$ cat config.mk
export PLATFORM = sky130hd
export DESIGN_NAME = weak_composition_enumerator
export DESIGN_NICKNAME = d
export VERILOG_FILES = /design/src/sv/wce_pkg.sv /design/src/sv/wce_cell.sv /design/src/sv/weak_composition_enumerator.sv
export SDC_FILE = /design/constraint.sdc
export NUM_CORES = 1
export LEC_CHECK = 0
export BUFFER_PORTS_ARGS = -buffer_cell sky130_fd_sc_hd__buf_4
export CAP_MARGIN = 20
export CORE_ASPECT_RATIO = 1.1
export CORE_MARGIN = 1
export CORE_UTILIZATION = 55
export DETAILED_ROUTE_END_ITERATION = 16
export HOLD_SLACK_MARGIN = 0.1
export PLACE_DENSITY = 0.7
export SLEW_MARGIN = 20
export SYNTH_ARGS = -nofsm -noshare
export SYNTH_HDL_FRONTEND = slang
export SYNTH_SLANG_ARGS = --single-unit
$ cat constraint.sdc
create_clock -name clock -period 3.6 [get_ports clock]
set_input_delay 0.18 -clock clock [delete_from_list [all_inputs] [get_ports clock]]
set_output_delay 0.18 -clock clock [all_outputs]
set_load 0.005 [all_outputs]
$ cat src/sv/wce_pkg.sv
package wce_pkg;

   localparam int TUPLE_LEN   = 8;
   localparam int VALUE_BITS  = 16;
   localparam int OUT_MAX     = 8;
   localparam int OUT_COUNT   = (TUPLE_LEN < OUT_MAX) ? TUPLE_LEN : OUT_MAX;
   localparam int LAST_INDEX  = TUPLE_LEN - 1;
   localparam int IDX_W       = (TUPLE_LEN > 1) ? $clog2(TUPLE_LEN) : 1;
   localparam int CSR_W       = 16;
   localparam int COUNT_W     = 16;
   localparam int POS_W       = 3;
   localparam int OUT_VALUE_W = 16;
   localparam int RAD_W       = ((VALUE_BITS > CSR_W) ? VALUE_BITS : CSR_W) + 1;

   localparam logic [RAD_W-1:0] RADIUS_MAX = RAD_W'((64'd1 << VALUE_BITS) - 64'd1);

   typedef struct packed {
      logic                  clear;
      logic                  rotate;
      logic                  step_a;
      logic                  step_b;
      logic                  step_c;
      logic [IDX_W-1:0]      wp;
      logic [VALUE_BITS-1:0] last_val;
      logic [VALUE_BITS-1:0] new_radius;
   } cell_cmd_type;

endpackage

$ cat src/sv/wce_cell.sv
module wce_cell
   import wce_pkg::*;
(
   input  logic                  clock,
   input  logic                  reset,
   input  cell_cmd_type          cmd,
   input  logic [IDX_W-1:0]      cell_index,
   input  logic [VALUE_BITS-1:0] value_right_in,
   input  logic                  nz_right_in,
   input  logic                  pivot_left_in,
   output logic [VALUE_BITS-1:0] value_out,
   output logic                  nz_left_out,
   output logic                  pivot_out
);

   logic [VALUE_BITS-1:0] value_ff;
   logic [VALUE_BITS-1:0] value_in;
   logic                  is_last;
   logic                  nonzero;
   logic                  is_wp;
   logic                  after_wp;

   assign is_last     = (cell_index == IDX_W'(LAST_INDEX));
   assign nonzero     = (value_ff != '0);
   assign pivot_out   = nonzero && !is_last && !nz_right_in;
   assign nz_left_out = nz_right_in || (nonzero && !is_last);
   assign value_out   = value_ff;
   assign is_wp       = (cmd.wp == cell_index);
   assign after_wp    = (({1'b0, cmd.wp} + (IDX_W+1)'(1)) == {1'b0, cell_index});

   always_comb begin
      value_in = value_ff;
      if (cmd.rotate) begin
         value_in = value_right_in;
      end else if (cmd.step_a) begin
         if (is_wp) begin
            value_in = value_ff - VALUE_BITS'(1);
         end else if (after_wp) begin
            value_in = value_ff + VALUE_BITS'(1);
         end
      end else if (cmd.step_b) begin
         if (pivot_out) begin
            value_in = value_ff - VALUE_BITS'(1);
         end else if (pivot_left_in) begin
            value_in = cmd.last_val + VALUE_BITS'(1);
         end else if (is_last) begin
            value_in = '0;
         end
      end else if (cmd.step_c) begin
         if (cell_index == '0) begin
            value_in = cmd.new_radius;
         end else if (is_last) begin
            value_in = '0;
         end
      end
   end

   always_ff @(posedge clock) begin
      if (reset || cmd.clear) begin
         value_ff <= '0;
      end else begin
         value_ff <= value_in;
      end
   end

endmodule

$ cat src/sv/weak_composition_enumerator.sv
// Walks through all tuples of non-negative integers of fixed length whose sum is a radius,
// radius after radius, starting at the programmed start radius.
// Input channel (req_): each item carries advance_count, the number of enumeration steps
// to take. The block then returns the current tuple as one item per element on the
// result channel (rsp_), element 0 first, with rsp_last_element set on the final one and
// rsp_exhausted set once the largest radius has been passed.
// Enumeration steps are carried out in the row of element cells, and the first element
// is offered once all steps are done, or in the next cycle for a zero count. Once
// exhausted, the remaining steps are skipped. The block works on one item at a time:
// req_ready is high only while no item is in progress.
// Emission rotates the cell row by one place per element taken; while rsp_ready is low
// the row and the pending element simply hold.
// Reset, or a write on the csr_ port, clears all elements and restarts the enumeration
// at the written radius (zero after reset). Write csr_ only while the block is idle.
module weak_composition_enumerator
   import wce_pkg::*;
(
   input  logic                   clock,
   input  logic                   reset,
   input  logic                   req_valid,
   output logic                   req_ready,
   input  logic [COUNT_W-1:0]     req_advance_count,
   output logic                   rsp_valid,
   input  logic                   rsp_ready,
   output logic [POS_W-1:0]       rsp_position,
   output logic [OUT_VALUE_W-1:0] rsp_element_value,
   output logic                   rsp_last_element,
   output logic                   rsp_exhausted,
   input  logic                   csr_write_enable,
   input  logic [CSR_W-1:0]       csr_write_data
);

   typedef enum logic [1:0] {
      ST_IDLE,
      ST_STEP,
      ST_EMIT
   } state_type;

   state_type          state_ff, state_in;
   logic [COUNT_W-1:0] count_ff, count_in;
   logic [IDX_W-1:0]   wp_ff, wp_in;
   logic [IDX_W-1:0]   rot_ff, rot_in;
   logic [RAD_W-1:0]   radius_ff, radius_in;
   logic               done_ff, done_in;

   cell_cmd_type          cmd;
   logic [VALUE_BITS-1:0] cell_value [TUPLE_LEN];
   logic                  nz_chain [TUPLE_LEN+1];
   logic                  pivot [TUPLE_LEN];

   logic             stepping;
   logic             cur_nz;
   logic             case_a;
   logic             case_b;
   logic             case_c;
   logic             at_max;
   logic             emit_adv;
   logic [IDX_W-1:0] pivot_wp;

   assign nz_chain[TUPLE_LEN] = 1'b0;

   for (genvar i = 0; i < TUPLE_LEN; i++) begin : g_cell
      wce_cell u_cell (
         .clock          (clock),
         .reset          (reset),
         .cmd            (cmd),
         .cell_index     (IDX_W'(i)),
         .value_right_in (cell_value[(i + 1) % TUPLE_LEN]),
         .nz_right_in    (nz_chain[i + 1]),
         .pivot_left_in  ((i == 0) ? 1'b0 : pivot[(i == 0) ? 0 : i - 1]),
         .value_out      (cell_value[i]),
         .nz_left_out    (nz_chain[i]),
         .pivot_out      (pivot[i])
      );
   end

   assign req_ready         = (state_ff == ST_IDLE);
   assign rsp_valid         = (state_ff == ST_EMIT)
                              && ({1'b0, rot_ff} < (IDX_W+1)'(OUT_COUNT));
   assign rsp_position      = POS_W'(rot_ff);
   assign rsp_element_value = OUT_VALUE_W'(cell_value[0]);
   assign rsp_last_element  = (rot_ff == IDX_W'(OUT_COUNT - 1));
   assign rsp_exhausted     = done_ff;

   assign stepping = (state_ff == ST_STEP) && !done_ff;
   assign cur_nz   = (cell_value[wp_ff] != '0);
   assign case_a   = (wp_ff != IDX_W'(LAST_INDEX)) && cur_nz;
   assign case_b   = !case_a && nz_chain[0];
   assign case_c   = !case_a && !nz_chain[0];
   assign at_max   = ($signed(radius_ff) >= $signed(RADIUS_MAX));
   assign emit_adv = (state_ff == ST_EMIT) && (!rsp_valid || rsp_ready);

   always_comb begin
      pivot_wp = '0;
      for (int i = 0; i < TUPLE_LEN - 1; i++) begin
         if (pivot[i]) begin
            pivot_wp = pivot_wp | IDX_W'(i + 1);
         end
      end
   end

   always_comb begin
      cmd.clear      = csr_write_enable;
      cmd.rotate     = emit_adv;
      cmd.step_a     = stepping && case_a;
      cmd.step_b     = stepping && case_b;
      cmd.step_c     = stepping && case_c && !at_max;
      cmd.wp         = wp_ff;
      cmd.last_val   = cell_value[LAST_INDEX];
      cmd.new_radius = VALUE_BITS'(radius_ff + RAD_W'(1));
   end

   always_comb begin
      state_in  = state_ff;
      count_in  = count_ff;
      wp_in     = wp_ff;
      rot_in    = rot_ff;
      radius_in = radius_ff;
      done_in   = done_ff;
      case (state_ff)
         ST_IDLE: begin
            if (req_valid) begin
               count_in = req_advance_count;
               state_in = (req_advance_count == '0) ? ST_EMIT : ST_STEP;
            end
         end
         ST_STEP: begin
            if (!done_ff) begin
               if (case_a) begin
                  wp_in = wp_ff + IDX_W'(1);
               end else if (case_b) begin
                  wp_in = pivot_wp;
               end else if (at_max) begin
                  done_in = 1'b1;
               end else begin
                  wp_in     = '0;
                  radius_in = radius_ff + RAD_W'(1);
               end
            end
            count_in = count_ff - COUNT_W'(1);
            if (done_ff || (count_ff == COUNT_W'(1))) begin
               state_in = ST_EMIT;
            end
         end
         ST_EMIT: begin
            if (emit_adv) begin
               if (rot_ff == IDX_W'(LAST_INDEX)) begin
                  rot_in   = '0;
                  state_in = ST_IDLE;
               end else begin
                  rot_in = rot_ff + IDX_W'(1);
               end
            end
         end
         default: begin
            state_in = ST_IDLE;
         end
      endcase
      if (csr_write_enable) begin
         wp_in     = IDX_W'(LAST_INDEX);
         radius_in = RAD_W'(csr_write_data) - RAD_W'(1);
         done_in   = 1'b0;
      end
   end

   always_ff @(posedge clock) begin
      if (reset) begin
         state_ff  <= ST_IDLE;
         count_ff  <= '0;
         wp_ff     <= IDX_W'(LAST_INDEX);
         rot_ff    <= '0;
         radius_ff <= '1;
         done_ff   <= 1'b0;
      end else begin
         state_ff  <= state_in;
         count_ff  <= count_in;
         wp_ff     <= wp_in;
         rot_ff    <= rot_in;
         radius_ff <= radius_in;
         done_ff   <= done_in;
      end
   end

   assert property (@(posedge clock) disable iff (reset)
      !(req_ready && rsp_valid))
      else $error("Input accepted while an item is being emitted.");

   assert property (@(posedge clock) disable iff (reset)
      (state_ff == ST_STEP) |-> (count_ff != '0))
      else $error("Stepping with no steps left.");

   assert property (@(posedge clock) disable iff (reset)
      $fell(done_ff) |-> ($past(csr_write_enable) || $past(reset)))
      else $error("Exhaustion cleared without reinitialization.");

endmodule

==> results.toml <==
[die]
dieArea_sq_um = 30800
io_pins = 60
die_w_microns = 167
core-area_sq_um = 29600
num_rows = 66
initial_core_util = 0.560
die_h_microns = 184

[sta]
holdWs_ns = 0.116
fmax_mhz = 289
hold_viol_final = 0
min_period_over_period = 0.960
setup_viol = 0
slew_viol_final = 0
worstMarginPinSlew_ns = 1.29
rsz0062_at_grt = "no"
clock_skew_ns = 0.0132
period_needed_ns = 3.46
worst_slew_margin_rel = 0.132

[global_routing]
grt_max_degree = 48
grt_pass1_vias = 18000
antenna_found_initial = 2
grtUsageTotal = 0.426
grt-ovfl-total = 0
grt_pass1_wl_microns = 102000

[worst_setup_path]
rr_startpoint = "g_cell[1].u_cell.value_out[8]$_SDFFE_PP0P_"
cp_num_buf_inv = 3
end_kind = "register"
worst_ep_arrival_time_ns = 3.81
path_class = "register to register"
start_kind = "register"
critPathLaunch = "g_cell[1].u_cell.value_out[8]$_SDFFE_PP0P_"
cp_common_cell = "buf_4"
worstPathCellList = "or4_1 > or4_1 > a32oi_2 > o21a_1 > buf_4 > nor4_1 > a22oi_1 > buf_4 > buf_4 > o21ai_0 > o221a_2"
worstPathMaxFanout = 13
crit_family = "simple AND/OR/NAND/NOR gates"
required_ns = 3.96
max_stage_delay_ns = 0.61
cp_slowest_cell = "or4_1"

[run_status]
status = "complete, no violations"

[min_path]
hp-class = "primary input to register"
worstHoldStart = "req_advance_count[8]"

[clock_tree]
cts_setup_buffers = 0
clock_path_buffers = 2
cts_tree = "yes"
path_clk_slew_ns = 0.07
cts.sinks = 170
worstSkewPairLatency_ns = 0.46
h-tree-depth = 4
cts_buffers = 17
root_buffer = "clkbuf_16"

[route]
drt_iter0_drc = 2785
vias_per_cell = 7.06
routed_wl_microns = 66500
firstDrtPassIters = 6
num_vias = 19400
drtAntennaViolNets = 0
post_drt_wl_per_cell_microns = 24.2
remaining_drc_errors = 0

[run]
cap_viol_max_count = 0

[synth]
syn_area_per_cell_sq_um = 7.18
synth_top_area_cell = "dfxtp_1"
synth-edff-count = 0
synthDistinctLibCells = 87
synth_area_leaders = "dfxtp_1 21%, xnor2_1 7.1%, nand2_1 5.1%"
synth_top_area_share = 0.205
syn_nets = 2380
ys.flop_type = "dfxtp_1"
netlist_instances = 2308
netlist_area_sq_um = 16600
synth_seq_area_share = 0.205
ys_warn_count = 0
ys_ff_latch = 170
async_flop_share = 0

[placed_design]
place.gp.congestion = 1.03
hpwl_microns = 47300
placed_cell_area_sq_um = 18000
port_buffers = 59

[final_layout]
post_route_cells_drive_above_1_share = 0.153
fin_area_sq_um = 19000
final.fill_count = 2633
area_growth_syn_to_layout_pct = 14.7
final_nets = 2436
==> tightest hold or removal path: cells and delay by family <==
kind / cells / cell delay [ns]
and+or+nand+nor: 1 / 0.15
AOI/OAI and AO/OA: 1 / 0.08
buffers and inverters: 1 / 0.11
==> metal layers <==
metal  track usage  vias up  part of all wire
li1              -     8732                 -
met1         0.521     9090              0.38
met2         0.680     1297              0.44
met3        0.0764      306              0.10
met4         0.293        0             0.073
met5             0        -                 0
==> cell usage after synthesis (28+ instances only) <==
cell type and number:
xor2_1 93, a21oi_1 148, a211oi_1 82, a221oi_1 59
inv_1 47, clkbuf_1 198, nor2_1 185, o211ai_1 30
buf_2 28, xnor2_1 135, nor3_1 100, a22oi_1 40
a31oi_1 32, nand2_1 225, o31ai_1 39, nand3_1 72
ha_1 35, nand4_1 45, o21ai_0 89, nor4_1 52
dfxtp_1 170
==> through the flow <==
stage	setup slack, ns	std cells	utilization	TNS, ns
after detailed placement	-0.0740	2688	0.610	-1.33
after global routing	0.0201	2751	0.642	0
after floorplan	0.349	2308	-	0
final	0.145	2752	0.642	0
after CTS	0.118	2751	0.642	0
after global placement	0.0504	2688	0.610	0
==> state kept, by name, summed over array words and instances (netlist names) <==
register and cells:
wp_ff 3, g_cell.u_cell.value_out 128, count_ff 16, rsp_position 3
state_ff 2, rsp_exhausted 1, radius_ff 17
==> worst paths after layout <==
check | to | slack (ns) | cells after the start
max | g_cell[2].u_cell.value_out[1]$_SDFFE_PP0P_ | 0.14 | 11
min | count_ff[8]$_SDFFE_PP0P_ | 0.12 | 3
max reg2reg | g_cell[2].u_cell.value_out[1]$_SDFFE_PP0P_ | 0.14 | 11
min reg2reg | rsp_position[1]$_SDFFE_PP0P_ | 0.48 | 2
==> timing repair <==
item                                    in CTS  in global routing
hold buffers                                31                  0
endpoints found under the setup margin      27                 24
resized for setup                            2                  3
hold endpoints to repair                    34                  0
==> final cells by class <==
| type | instances | area, sq um | area share |
|---|---|---|---|
| clock inverter | 13 | 165 | 0.00870 |
| clock buffer | 19 | 453 | 0.0238 |
| multi-input combinational | 1831 | 12000 | 0.630 |
| inverter | 48 | 180 | 0.00949 |
| timing repair buffer | 296 | 2360 | 0.124 |
| tap | 374 | 468 | 0.0246 |
| antenna | 1 | 2.50 | 0.000132 |
| sequential | 170 | 3400 | 0.179 |
==> placed cells by master, fill, tap and decap left out, types with 24 or more instances in the layout <==
master,netlist,final
dlygate4sd3_1,0,31
o21ai_0,89,89
nor2_1,185,182
ha_1,35,35
a31oi_1,32,32
dfxtp_1,170,170
xnor2_1,135,134
nand4_1,45,45
buf_4,18,260
nand2_1,225,225
a21oi_1,148,147
inv_1,47,47
xor2_1,93,92
or4_1,25,25
a221oi_1,59,59
o211ai_1,30,30
o31ai_1,39,38
nand3_1,72,71
nor3_1,100,100
a22oi_1,40,40
a211oi_1,82,82
and3_1,24,24
nor4_1,52,51
==> cell families after synthesis <==
| family | count (synthesis) | synth area share |
|---|---|---|
| simple gates | 854 | 0.259 |
| fa+ha+maj | 35 | 0.0264 |
| compound gates | 694 | 0.299 |
| buf+inv | 307 | 0.0771 |
| mux | 20 | 0.0123 |
| flops | 170 | 0.205 |
| xor+xnor | 228 | 0.121 |
Power is not shown: default switching activity piles up to over one toggle a cycle in this logic, so the estimate is an artifact.
